**config.mk**
```make
export PLATFORM = sky130hd
export DESIGN_NAME = load_cell_adc_reader
export DESIGN_NICKNAME = d
export VERILOG_FILES = /design/src/rtl/core/lcadc_pkg.sv /design/src/rtl/core/lcadc_ctrl.sv /design/src/rtl/core/lcadc_dp.sv /design/src/rtl/core/load_cell_adc_reader.sv
export SDC_FILE = /design/constraint.sdc
export NUM_CORES = 1
export LEC_CHECK = 0
export BUFFER_PORTS_ARGS = -buffer_cell sky130_fd_sc_hd__buf_2
export CAP_MARGIN = 5
export CORE_UTILIZATION = 36
export DETAILED_ROUTE_END_ITERATION = 6
export PLACE_DENSITY_LB_ADDON = 0.15
export RECOVER_POWER = 50
export SYNTH_ARGS = -nofsm -noshare
export SYNTH_HDL_FRONTEND = slang
export SYNTH_SLANG_ARGS = --single-unit
```
**constraint.sdc**
```tcl
create_clock -name clk_i -period 3.37 [get_ports clk_i]
set_input_delay 0.674 -clock clk_i [delete_from_list [all_inputs] [get_ports clk_i]]
set_output_delay 0.674 -clock clk_i [all_outputs]
set_load 0.01 [all_outputs]
```
**src/rtl/core/lcadc_pkg.sv**
```systemverilog
// Shared types and constants of the load cell ADC reader.
package lcadc_pkg;

  localparam int unsigned WEIGHT_W = 24;
  localparam int unsigned SCALE_W  = 16;
  localparam int unsigned LIMIT_W  = 24;
  localparam int unsigned ACTION_W = 2;
  localparam int unsigned APB_AW   = 3;
  localparam int unsigned APB_DW   = 32;

  localparam logic [WEIGHT_W-1:0] WEIGHT_MAX = 24'hFFFFFF;

  localparam logic [SCALE_W-1:0] SCALE_RST = 16'd440;
  localparam logic [LIMIT_W-1:0] LIMIT_RST = 24'd3000;

  localparam logic [ACTION_W-1:0] ACT_NONE    = 2'd0;
  localparam logic [ACTION_W-1:0] ACT_MEASURE = 2'd1;
  localparam logic [ACTION_W-1:0] ACT_TARE    = 2'd2;

  localparam logic REG_SCALE = 1'b0;
  localparam logic REG_LIMIT = 1'b1;

  typedef enum logic [2:0] {
    PH_IDLE  = 3'b001,
    PH_WAIT  = 3'b010,
    PH_SHIFT = 3'b100
  } phase_e;

  typedef struct packed {
    logic tick;
    logic div_step;
    logic div_commit;
  } lcadc_cmd_t;

  typedef struct packed {
    logic div_start;
    logic div_last;
  } lcadc_sts_t;

endpackage

```
**src/rtl/core/lcadc_ctrl.sv**
```systemverilog
// Sequencing state machine: request handshake, divider run and result handshake.
module lcadc_ctrl (
  input  logic                  clk_i,
  input  logic                  rst_ni,
  input  logic                  in_valid_i,
  output logic                  in_ready_o,
  output logic                  out_valid_o,
  input  logic                  out_ready_i,
  input  lcadc_pkg::lcadc_sts_t sts_i,
  output lcadc_pkg::lcadc_cmd_t cmd_o
);

  typedef enum logic [3:0] {
    ST_IDLE = 4'b0001,
    ST_DIV  = 4'b0010,
    ST_WB   = 4'b0100,
    ST_OUT  = 4'b1000
  } state_e;

  state_e state_q, state_d;

  always_comb begin
    state_d           = state_q;
    in_ready_o        = 1'b0;
    out_valid_o       = 1'b0;
    cmd_o.tick        = 1'b0;
    cmd_o.div_step    = 1'b0;
    cmd_o.div_commit  = 1'b0;
    unique case (state_q)
      ST_IDLE: begin
        in_ready_o = 1'b1;
        if (in_valid_i) begin
          cmd_o.tick = 1'b1;
          state_d    = sts_i.div_start ? ST_DIV : ST_OUT;
        end
      end
      ST_DIV: begin
        cmd_o.div_step = 1'b1;
        if (sts_i.div_last) begin
          state_d = ST_WB;
        end
      end
      ST_WB: begin
        cmd_o.div_commit = 1'b1;
        state_d          = ST_OUT;
      end
      ST_OUT: begin
        out_valid_o = 1'b1;
        if (out_ready_i) begin
          state_d = ST_IDLE;
        end
      end
      default: begin
        state_d = ST_IDLE;
      end
    endcase
  end

  always_ff @(posedge clk_i or negedge rst_ni) begin
    if (!rst_ni) begin
      state_q <= ST_IDLE;
    end else begin
      state_q <= state_d;
    end
  end

endmodule

```
**src/rtl/core/lcadc_dp.sv**
```systemverilog
// Datapath: serial clock sequencing, data shift register, tare and scaling divider.
module lcadc_dp #(
  parameter int unsigned DATA_BITS = 24
) (
  input  logic                               clk_i,
  input  logic                               rst_ni,
  input  lcadc_pkg::lcadc_cmd_t              cmd_i,
  output lcadc_pkg::lcadc_sts_t              sts_o,
  input  logic [lcadc_pkg::ACTION_W-1:0]     action_i,
  input  logic                               dout_i,
  input  logic [lcadc_pkg::SCALE_W-1:0]      scale_divisor_i,
  input  logic [lcadc_pkg::LIMIT_W-1:0]      overload_limit_i,
  output logic                               sck_o,
  output logic                               busy_res_o,
  output logic                               done_res_o,
  output logic [lcadc_pkg::WEIGHT_W-1:0]     weight_o,
  output logic                               overload_o
);

  localparam int unsigned PW = $clog2(DATA_BITS + 2);
  localparam int unsigned CW = $clog2(DATA_BITS);
  localparam int unsigned QW = (DATA_BITS > lcadc_pkg::WEIGHT_W) ? DATA_BITS
                                                                   : lcadc_pkg::WEIGHT_W;
  localparam int unsigned SW = lcadc_pkg::SCALE_W;

  lcadc_pkg::phase_e phase_q, phase_d;
  logic [PW-1:0]                      pulse_q, pulse_d;
  logic                               clk_lvl_q, clk_lvl_d;
  logic [DATA_BITS-1:0]               shift_q, shift_d;
  logic [DATA_BITS-1:0]               tare_q;
  logic                               tare_job_q, tare_job_d;
  logic [lcadc_pkg::WEIGHT_W-1:0]     weight_q;
  logic                               ovl_q;
  logic                               done_q;
  logic                               busy_q;
  logic [CW-1:0]                      cnt_q;
  logic [DATA_BITS-1:0]               dvd_q;
  logic [SW-1:0]                      rem_q;

  logic                               fin;
  logic [DATA_BITS-1:0]               raw;
  logic                               pos;
  logic [DATA_BITS-1:0]               diff;
  logic [SW:0]                        rem_sh;
  logic                               ge;
  logic [SW:0]                        rem_sub;
  logic [QW-1:0]                      q_ext;
  logic                               sat;
  logic [lcadc_pkg::WEIGHT_W-1:0]     q_w;

  always_comb begin
    phase_d    = phase_q;
    pulse_d    = pulse_q;
    clk_lvl_d  = clk_lvl_q;
    shift_d    = shift_q;
    tare_job_d = tare_job_q;
    fin        = 1'b0;
    unique case (phase_q)
      lcadc_pkg::PH_IDLE: begin
        clk_lvl_d = 1'b0;
        if (action_i == lcadc_pkg::ACT_MEASURE || action_i == lcadc_pkg::ACT_TARE) begin
          tare_job_d = (action_i == lcadc_pkg::ACT_TARE);
          phase_d    = lcadc_pkg::PH_WAIT;
        end
      end
      lcadc_pkg::PH_WAIT: begin
        clk_lvl_d = 1'b0;
        if (!dout_i) begin
          phase_d = lcadc_pkg::PH_SHIFT;
          pulse_d = '0;
          shift_d = '0;
        end
      end
      lcadc_pkg::PH_SHIFT: begin
        if (!clk_lvl_q) begin
          clk_lvl_d = 1'b1;
        end else begin
          clk_lvl_d = 1'b0;
          if (pulse_q < PW'(DATA_BITS)) begin
            shift_d = {shift_q[DATA_BITS-2:0], dout_i};
          end
          pulse_d = pulse_q + PW'(1);
          if (pulse_q == PW'(DATA_BITS)) begin
            fin     = 1'b1;
            phase_d = lcadc_pkg::PH_IDLE;
            pulse_d = '0;
          end
        end
      end
      default: begin
        phase_d   = lcadc_pkg::PH_IDLE;
        clk_lvl_d = 1'b0;
      end
    endcase
  end

  assign raw  = shift_q ^ {1'b1, {(DATA_BITS-1){1'b0}}};
  assign pos  = raw > tare_q;
  assign diff = raw - tare_q;

  assign sts_o.div_start = fin && !tare_job_q && pos;
  assign sts_o.div_last  = (cnt_q == CW'(DATA_BITS - 1));

  assign rem_sh  = {rem_q, dvd_q[DATA_BITS-1]};
  assign ge      = rem_sh >= {1'b0, scale_divisor_i};
  assign rem_sub = rem_sh - {1'b0, scale_divisor_i};

  assign q_ext = QW'(dvd_q);
  assign sat   = (scale_divisor_i == '0) || (q_ext > QW'(lcadc_pkg::WEIGHT_MAX));
  assign q_w   = sat ? lcadc_pkg::WEIGHT_MAX : q_ext[lcadc_pkg::WEIGHT_W-1:0];

  always_ff @(posedge clk_i or negedge rst_ni) begin
    if (!rst_ni) begin
      phase_q    <= lcadc_pkg::PH_IDLE;
      pulse_q    <= '0;
      clk_lvl_q  <= 1'b0;
      shift_q    <= '0;
      tare_q     <= '0;
      tare_job_q <= 1'b0;
      weight_q   <= '0;
      ovl_q      <= 1'b0;
      done_q     <= 1'b0;
      busy_q     <= 1'b0;
      cnt_q      <= '0;
    end else begin
      if (cmd_i.tick) begin
        phase_q    <= phase_d;
        pulse_q    <= pulse_d;
        clk_lvl_q  <= clk_lvl_d;
        shift_q    <= shift_d;
        tare_job_q <= tare_job_d;
        done_q     <= fin;
        busy_q     <= (phase_d != lcadc_pkg::PH_IDLE);
        cnt_q      <= '0;
        if (fin) begin
          if (tare_job_q) begin
            tare_q <= raw;
          end else if (!pos) begin
            weight_q <= '0;
          end
        end
      end
      if (cmd_i.div_step) begin
        cnt_q <= cnt_q + CW'(1);
      end
      if (cmd_i.div_commit) begin
        weight_q <= q_w;
        ovl_q    <= q_w > overload_limit_i;
      end
    end
  end

  always_ff @(posedge clk_i) begin
    if (cmd_i.tick && sts_o.div_start) begin
      dvd_q <= diff;
      rem_q <= '0;
    end else if (cmd_i.div_step) begin
      dvd_q <= {dvd_q[DATA_BITS-2:0], ge};
      rem_q <= ge ? rem_sub[SW-1:0] : rem_sh[SW-1:0];
    end
  end

  assign sck_o      = clk_lvl_q;
  assign busy_res_o = busy_q;
  assign done_res_o = done_q;
  assign weight_o   = weight_q;
  assign overload_o = ovl_q;

endmodule

```
**src/rtl/core/load_cell_adc_reader.sv**
```systemverilog
// Top level of the load cell ADC reader with its configuration registers.
// A tick request presents its result in the cycle after acceptance; the tick that completes
// a measurement with a positive tared reading first runs the one-bit-per-cycle restoring
// divider through the DIV and WB states. The next request is taken in the cycle after the
// result is taken; no new request is taken while one is still in flight.
// Reset is asynchronous and active low; all but the divider registers return to defaults.
module load_cell_adc_reader #(
  parameter int unsigned DATA_BITS = 24
) (
  input  logic                                clk_i,
  input  logic                                rst_ni,
  input  logic                                in_valid_i,
  output logic                                in_ready_o,
  input  logic [lcadc_pkg::ACTION_W-1:0]      action_i,
  input  logic                                dout_i,
  output logic                                out_valid_o,
  input  logic                                out_ready_i,
  output logic                                sck_o,
  output logic                                busy_res_o,
  output logic                                done_res_o,
  output logic [lcadc_pkg::WEIGHT_W-1:0]      weight_o,
  output logic                                overload_o,
  input  logic                                psel,
  input  logic                                penable,
  input  logic                                pwrite,
  input  logic [lcadc_pkg::APB_AW-1:0]        paddr,
  input  logic [lcadc_pkg::APB_DW-1:0]        pwdata,
  output logic [lcadc_pkg::APB_DW-1:0]        prdata,
  output logic                                pready
);

  logic [lcadc_pkg::SCALE_W-1:0] scale_q;
  logic [lcadc_pkg::LIMIT_W-1:0] limit_q;
  logic                          wr_en;
  lcadc_pkg::lcadc_cmd_t         cmd;
  lcadc_pkg::lcadc_sts_t         sts;

  assign pready = 1'b1;
  assign wr_en  = psel && penable && pwrite && pready;

  always_ff @(posedge clk_i or negedge rst_ni) begin
    if (!rst_ni) begin
      scale_q <= lcadc_pkg::SCALE_RST;
      limit_q <= lcadc_pkg::LIMIT_RST;
    end else if (wr_en) begin
      if (paddr[2] == lcadc_pkg::REG_SCALE) begin
        scale_q <= pwdata[lcadc_pkg::SCALE_W-1:0];
      end else begin
        limit_q <= pwdata[lcadc_pkg::LIMIT_W-1:0];
      end
    end
  end

  always_comb begin
    if (paddr[2] == lcadc_pkg::REG_LIMIT) begin
      prdata = lcadc_pkg::APB_DW'(limit_q);
    end else begin
      prdata = lcadc_pkg::APB_DW'(scale_q);
    end
  end

  lcadc_ctrl u_ctrl (
    .clk_i       (clk_i),
    .rst_ni      (rst_ni),
    .in_valid_i  (in_valid_i),
    .in_ready_o  (in_ready_o),
    .out_valid_o (out_valid_o),
    .out_ready_i (out_ready_i),
    .sts_i       (sts),
    .cmd_o       (cmd)
  );

  lcadc_dp #(
    .DATA_BITS (DATA_BITS)
  ) u_dp (
    .clk_i            (clk_i),
    .rst_ni           (rst_ni),
    .cmd_i            (cmd),
    .sts_o            (sts),
    .action_i         (action_i),
    .dout_i           (dout_i),
    .scale_divisor_i  (scale_q),
    .overload_limit_i (limit_q),
    .sck_o            (sck_o),
    .busy_res_o       (busy_res_o),
    .done_res_o       (done_res_o),
    .weight_o         (weight_o),
    .overload_o       (overload_o)
  );

endmodule
```
# == Word level (Yosys, flattened, before mapping) ==
# Index checks and enable logic that the tools add are counted.
# op_classes
mux,41
shifts,0
bitwise,2
add_sub_neg,4
div_mod_pow,0
eq_ne,20
n_lt_le_gt_ge,5
mul,0
reduce_logical,22
# ops
cell,n
24-bit 2-to-1 mux,12
24-bit > comparator,2
24-bit case mux with 2 select lines,1
5-bit 2-to-1 mux,5
24-bit > comparator (second input constant),1
24-bit subtractor,1
17-bit by 16-bit greater-or-equal comparator with 1-bit output,1
16-bit zero test,1
16-bit 2-to-1 mux,1
4-bit 2-to-1 mux,4
4-bit case mux with 4 select lines,1
16-bit subtractor,1
3-bit 2-to-1 mux,4
2-bit inequality test (second input constant),6
1-bit 2-to-1 mux,11
5-bit by 1-bit adder with 5-bit output (second input constant),2
5-bit == test (second input constant),2
5-bit case mux with 2 select lines,1
2-bit nonzero test,5
3-bit case mux with 3 select lines,1
3-bit AND reduction,3
4-bit AND reduction,2
1-bit logical AND,5
5-bit less-than comparator (second input constant),1
16 further kinds,20
# word_totals
inputBits,45
latch_bits,0
word_cells,110
memories,0
out_inout_bits,63
ram_bits,0
reg_bits,174
romBits,0

# == Depth between registers and ports, before layout ==
# depth
ltp_word,9
mapped_depth,13
mapped_depth_nobuf,12

# == Modules after synthesis ==
# A second synthesis with hierarchy kept.
# hier_totals
hier_cells,1083
area_unflattened_um2,10628.9
# by_module_without_submodules
module,area_per_inst_um2,cells_each,instances,seq_area_each_um2
lcadc_dp,8463.1,935,1,3294.4
load_cell_adc_reader,1908.1,123,1,1016.0
lcadc_ctrl,257.7,25,1,101.3

# == Least setup slack after synthesis ==
# No wires, ideal clock.
# synth_timing
path_type,register to register
from,register u_dp.shift_q[0]
to,register u_dp.dvd_q[0] (enable)
path_stages_with_launch,11
period_less_slack_ns,2.919
n_path_buf,0
required_ns,2.990
path_slack_ns,0.451
arrival_time_ns,2.539
path_cell_list,dfrtp_1 -> inv_1 -> ha_1 -> fa_1 -> nand2b_1 -> a21oi_1 -> o21ai_2 -> o31a_1 -> o22a_1 -> and2_4 -> inv_1
# synth_between
elab_chain_cells,4
# synth_lines
element,line_no,rtl
from (decl),lcadc_dp.sv:29,"logic [DATA_BITS-1:0] shift_q, shift_d;"
from (signal assigned),lcadc_dp.sv:130,shift_q <= shift_d;
24-bit > comparator,lcadc_dp.sv:98,assign pos = raw > tare_q;
1-bit logical AND,lcadc_dp.sv:101,assign sts_o.div_start = fin && !tare_job_q && pos;
1-bit logical AND,lcadc_dp.sv:154,if (cmd_i.tick && sts_o.div_start) begin
2-bit nonzero test (no source line),n/a,
to (signal assigned),lcadc_dp.sv:155,dvd_q <= diff;
to (signal assigned),lcadc_dp.sv:158,"dvd_q <= {dvd_q[DATA_BITS-2:0], ge};"
to (decl),lcadc_dp.sv:37,logic [DATA_BITS-1:0] dvd_q;
# Every way passes these cells.
# A chain may end at the register's enable or synchronous reset.

# == Final worst setup path ==
# layout_timing
from,register scale_q[2] (netlist bit)
to,register u_dp.ovl_q (netlist: u_dp.overload_o)
# layout_between
elab_chain_cells,4
# layout_lines
element,line_no,rtl
from (decl),load_cell_adc_reader.sv:32,logic [lcadc_pkg::SCALE_W-1:0] scale_q;
from (signal assigned),load_cell_adc_reader.sv:43,scale_q <= lcadc_pkg::SCALE_RST;
from (signal assigned),load_cell_adc_reader.sv:47,scale_q <= pwdata[lcadc_pkg::SCALE_W-1:0];
16-bit zero test,lcadc_dp.sv:109,assign sat = (scale_divisor_i == '0) || (q_ext > QW'(lcadc_pkg::WEIGHT_MAX));
1-bit logical OR,lcadc_dp.sv:109,
24-bit 2-to-1 mux,lcadc_dp.sv:110,assign q_w = sat ? lcadc_pkg::WEIGHT_MAX : q_ext[lcadc_pkg::WEIGHT_W-1:0];
24-bit > comparator,lcadc_dp.sv:148,ovl_q <= q_w > overload_limit_i;
to (signal assigned),lcadc_dp.sv:148,
to (decl),lcadc_dp.sv:33,logic ovl_q;
# Every way passes these cells.

==> reports/results.txt <==
Layout Nets: 1233
Final period utilization: 0.9163
Design area: 11590 sq um
First-pass GRT wire length: 40650 um
Kind of critical path: register to register
Overflow after GRT: 0
Comb power frac: 0.229
Clock skew: 0.01559 ns
Yosys Warn Count: 0
Max frequency: 323.8 MHz
Register area share after synthesis: 0.4315
Io pins: 108
Setup TNS: 0 ns
Worst-Margin Slew: 1.751 ns
Net Sw Frac: 0.3111
Psw: 1814 uW
Residual DRC: 0
TritonCTS clock tree: done
CTS Buf Count: 17
Die ar.: 29080 sq um
Hold Path Class: register to register
Max incr delay on CP: 0.47 ns
First-pass DRT Iterations: 5
Syn_area_per_cell: 9.897 sq um
Fraction of layout cells with a size suffix above 1: 0.1813
Iteration-0 DRC Markers: 545
Worst endpoint required time: 3.66 ns
Max Used Layer: met4
Slowest CP cell: nor4_1
P&R area growth vs syn: 13.33%
Status: finished with violations
Rows: 61
Asr flop ratio synth: 0.7701
CTS H-tree depth: 4
Reg clk slew, reported paths: 0.07 ns
Synth Register Bits: 174
Initial core utilization: 0.3670
Clk root buf: clkbuf_16
Pwr dens: 503.3 nW/um^2
Clk Latency, worst-skew pair: 0.43 ns
Final HPWL DP: 19050 um
CP Max Fanout: 23
Worst EP arrival: 3.38 ns
Die Width: 170.5 um
Max-Cap Viols: 2
Hold-fix buffers at CTS: 0
Die Ht: 170.5 um
Synth cell types: 75
Slew margin rel.: -0.1672
Met3 wire length: 791 um
Vias: 7615
Fin. Hold Viols: 0
IO buf count: 88
Ant diodes: 0
Max-slew violation count: 89
P_leak: 0.005300 uW
Cells after Synth: 1033
Clock sink count: 174
CP dominant cell by count: a21oi_1
Max IR drop VDD: 0.0003853 V
Max clock buf depth: 2
Total wire length: 25220 um
Antenna violations before repair: 0
Wire length per cell: 16.71 um
Post-synth EDFFs: 24
Critical Path Start Type: register
Avg Vias per Cell: 5.046
Tmin final: 3.088 ns
Mapped cell area: 10220 sq um
GP Congestion: 0.8606
Power Internal: 4017 uW
Core box area: 27860 sq um
Final non-filler cell total: 1509
Sequential share of power: 0.424
DP Area: 11070 sq um
Post-cts sizing count: 0
GR Util All Layers: 0.1809
Synth Flop Type: dfrtp_1
WL met1: 12710 um
Crit end category: register
Clock power share: 0.347
Setup bufs post-CTS: 0
RSZ-0062 raised after global routing: false
Critical-path cell list: nor4_1, nand4_1, buf_12, nand2b_1, ha_1, a21o_1, a21o_1, a21oi_1, nor2_1, a2111oi_0, nor2_1, a21oi_1, a21oi_1
Met2 wire len: 11420 um
Largest net degree at the start of global routing: 64
Vias in the first global route: 7537
Placed cells: 1477
Detail Route Antenna Nets: 0
Violated checks: max-capacitance violations, max-slew violations
Final setup violation count: 0
power by group through the flow:
stage          registers (uW)  clock network [uW]  logic, uW
6_report                 2480                2020       1330
5_1_grt                  2510                2160       1520
4_1_cts                  2480                2080       1360
3_5_place_dp             2520                   0       1350
3_3_place_gp             2510                   0       1340
2_1_floorplan            2470                   0        962
metrics by stage:
stage	setup WS, ns	util	total power, uW	hold WS, ns
2_1_floorplan	0.4511	-	3430	0.3784
3_3_place_gp	0.3059	0.3974	3856	0.4618
3_5_place_dp	0.3097	0.3974	3872	0.4624
4_1_cts	0.2899	0.4187	5916	0.2638
5_1_grt	0.09167	0.4159	6184	0.4584
6_report	0.2821	0.4159	5832	0.4689
cell families after synthesis:
group                      Yosys count  synth area share
AOI/OAI and AO/OA                  267            0.1743
xor gates and xnor gates            33           0.02827
adders and majority gates           70           0.08714
buffers and inverters              127           0.05617
DFF                                174            0.4315
muxes                               70           0.07625
other                                2         0.0007346
and+or+nand+nor                    290            0.1456
layer usage:
layer / GRT usage / up-vias
met5: 0 / -
met4: 0.04622 / 0
met3: 0.03007 / 13
met2: 0.2845 / 142
met1: 0.2567 / 3625
li1: - / 3835
Yosys cell counts (16+ instances only):
| master | number | share of area |
|---|---|---|
| clkbuf_1 | 22 | 0.0081 |
| ha_1 | 68 | 0.083 |
| xor2_1 | 18 | 0.015 |
| a21o_1 | 19 | 0.014 |
| dfrtp_1 | 120 | 0.29 |
| a22o_1 | 48 | 0.041 |
| a21oi_1 | 57 | 0.028 |
| nand2b_1 | 37 | 0.023 |
| nand3_1 | 20 | 0.0098 |
| edfxtp_1 | 24 | 0.070 |
| nand2_1 | 107 | 0.039 |
| o21ai_0 | 49 | 0.024 |
| dfxtp_1 | 16 | 0.031 |
| inv_1 | 81 | 0.030 |
| mux2_2 | 63 | 0.069 |
| nor2_1 | 39 | 0.014 |
| o21ai_1 | 37 | 0.018 |
final timing paths:
kind	depth (start not counted)	slack, ns	endpoint	startpoint
worst max-delay path	13	0.28	u_dp.overload_o	scale_q[2]
worst min-delay path	2	0.47	u_dp.rem_q[6]	u_dp.rem_q[6]
worst max register to register	13	0.28	u_dp.overload_o	scale_q[2]
worst min register to register	2	0.47	u_dp.rem_q[6]	u_dp.rem_q[6]
max in group asynchronous	2	0.82	u_dp.tare_q[23]	rst_ni
min in group asynchronous	1	0.66	limit_q[21]	rst_ni
flip-flops by register name (all words and copies together), names as in the netlist, 3 cells and up:
register        count
u_dp.shift_q       24
limit_q            24
u_dp.weight_o      24
u_dp.rem_q         16
u_dp.cnt_q          5
u_dp.pulse_q        5
scale_q            16
u_dp.tare_q        24
u_dp.phase_q        3
u_dp.dvd_q         24
u_ctrl.state_q      4
final cells by class:
cell class	count	area, sq um
clock inverters	10	98.84
multi-input cells	739	5258
clock buffers	22	495.5
fillers	2779	16270
well taps	378	473.0
repair buffers	105	545.5
inverters	81	304.0
flip-flops and latches	174	4412
cell usage in the layout, fill, tap and decap left out, types with 31 or more instances in the layout:
| cell type | count |
|---|---|
| dfrtp_1 | 120 |
| nand2_1 | 108 |
| inv_1 | 81 |
| ha_1 | 68 |
| mux2_2 | 63 |
| buf_2 | 59 |
| a21oi_1 | 57 |
| o21ai_0 | 49 |
| a22o_1 | 48 |
| nor2_1 | 39 |
| nand2b_1 | 37 |
| o21ai_1 | 37 |
| clkbuf_1 | 31 |
worst max-delay path: cells and delay by family (launching register included):
family | cells | cell delay (ns)
AOI/OAI and AO/OA | 6 | 1.05
adders and majority gates | 1 | 0.25
buffers and inverters | 1 | 0.23
DFF | 1 | 0.39
and+or+nand+nor | 5 | 1.02
Power figures use the tool's default switching activity.
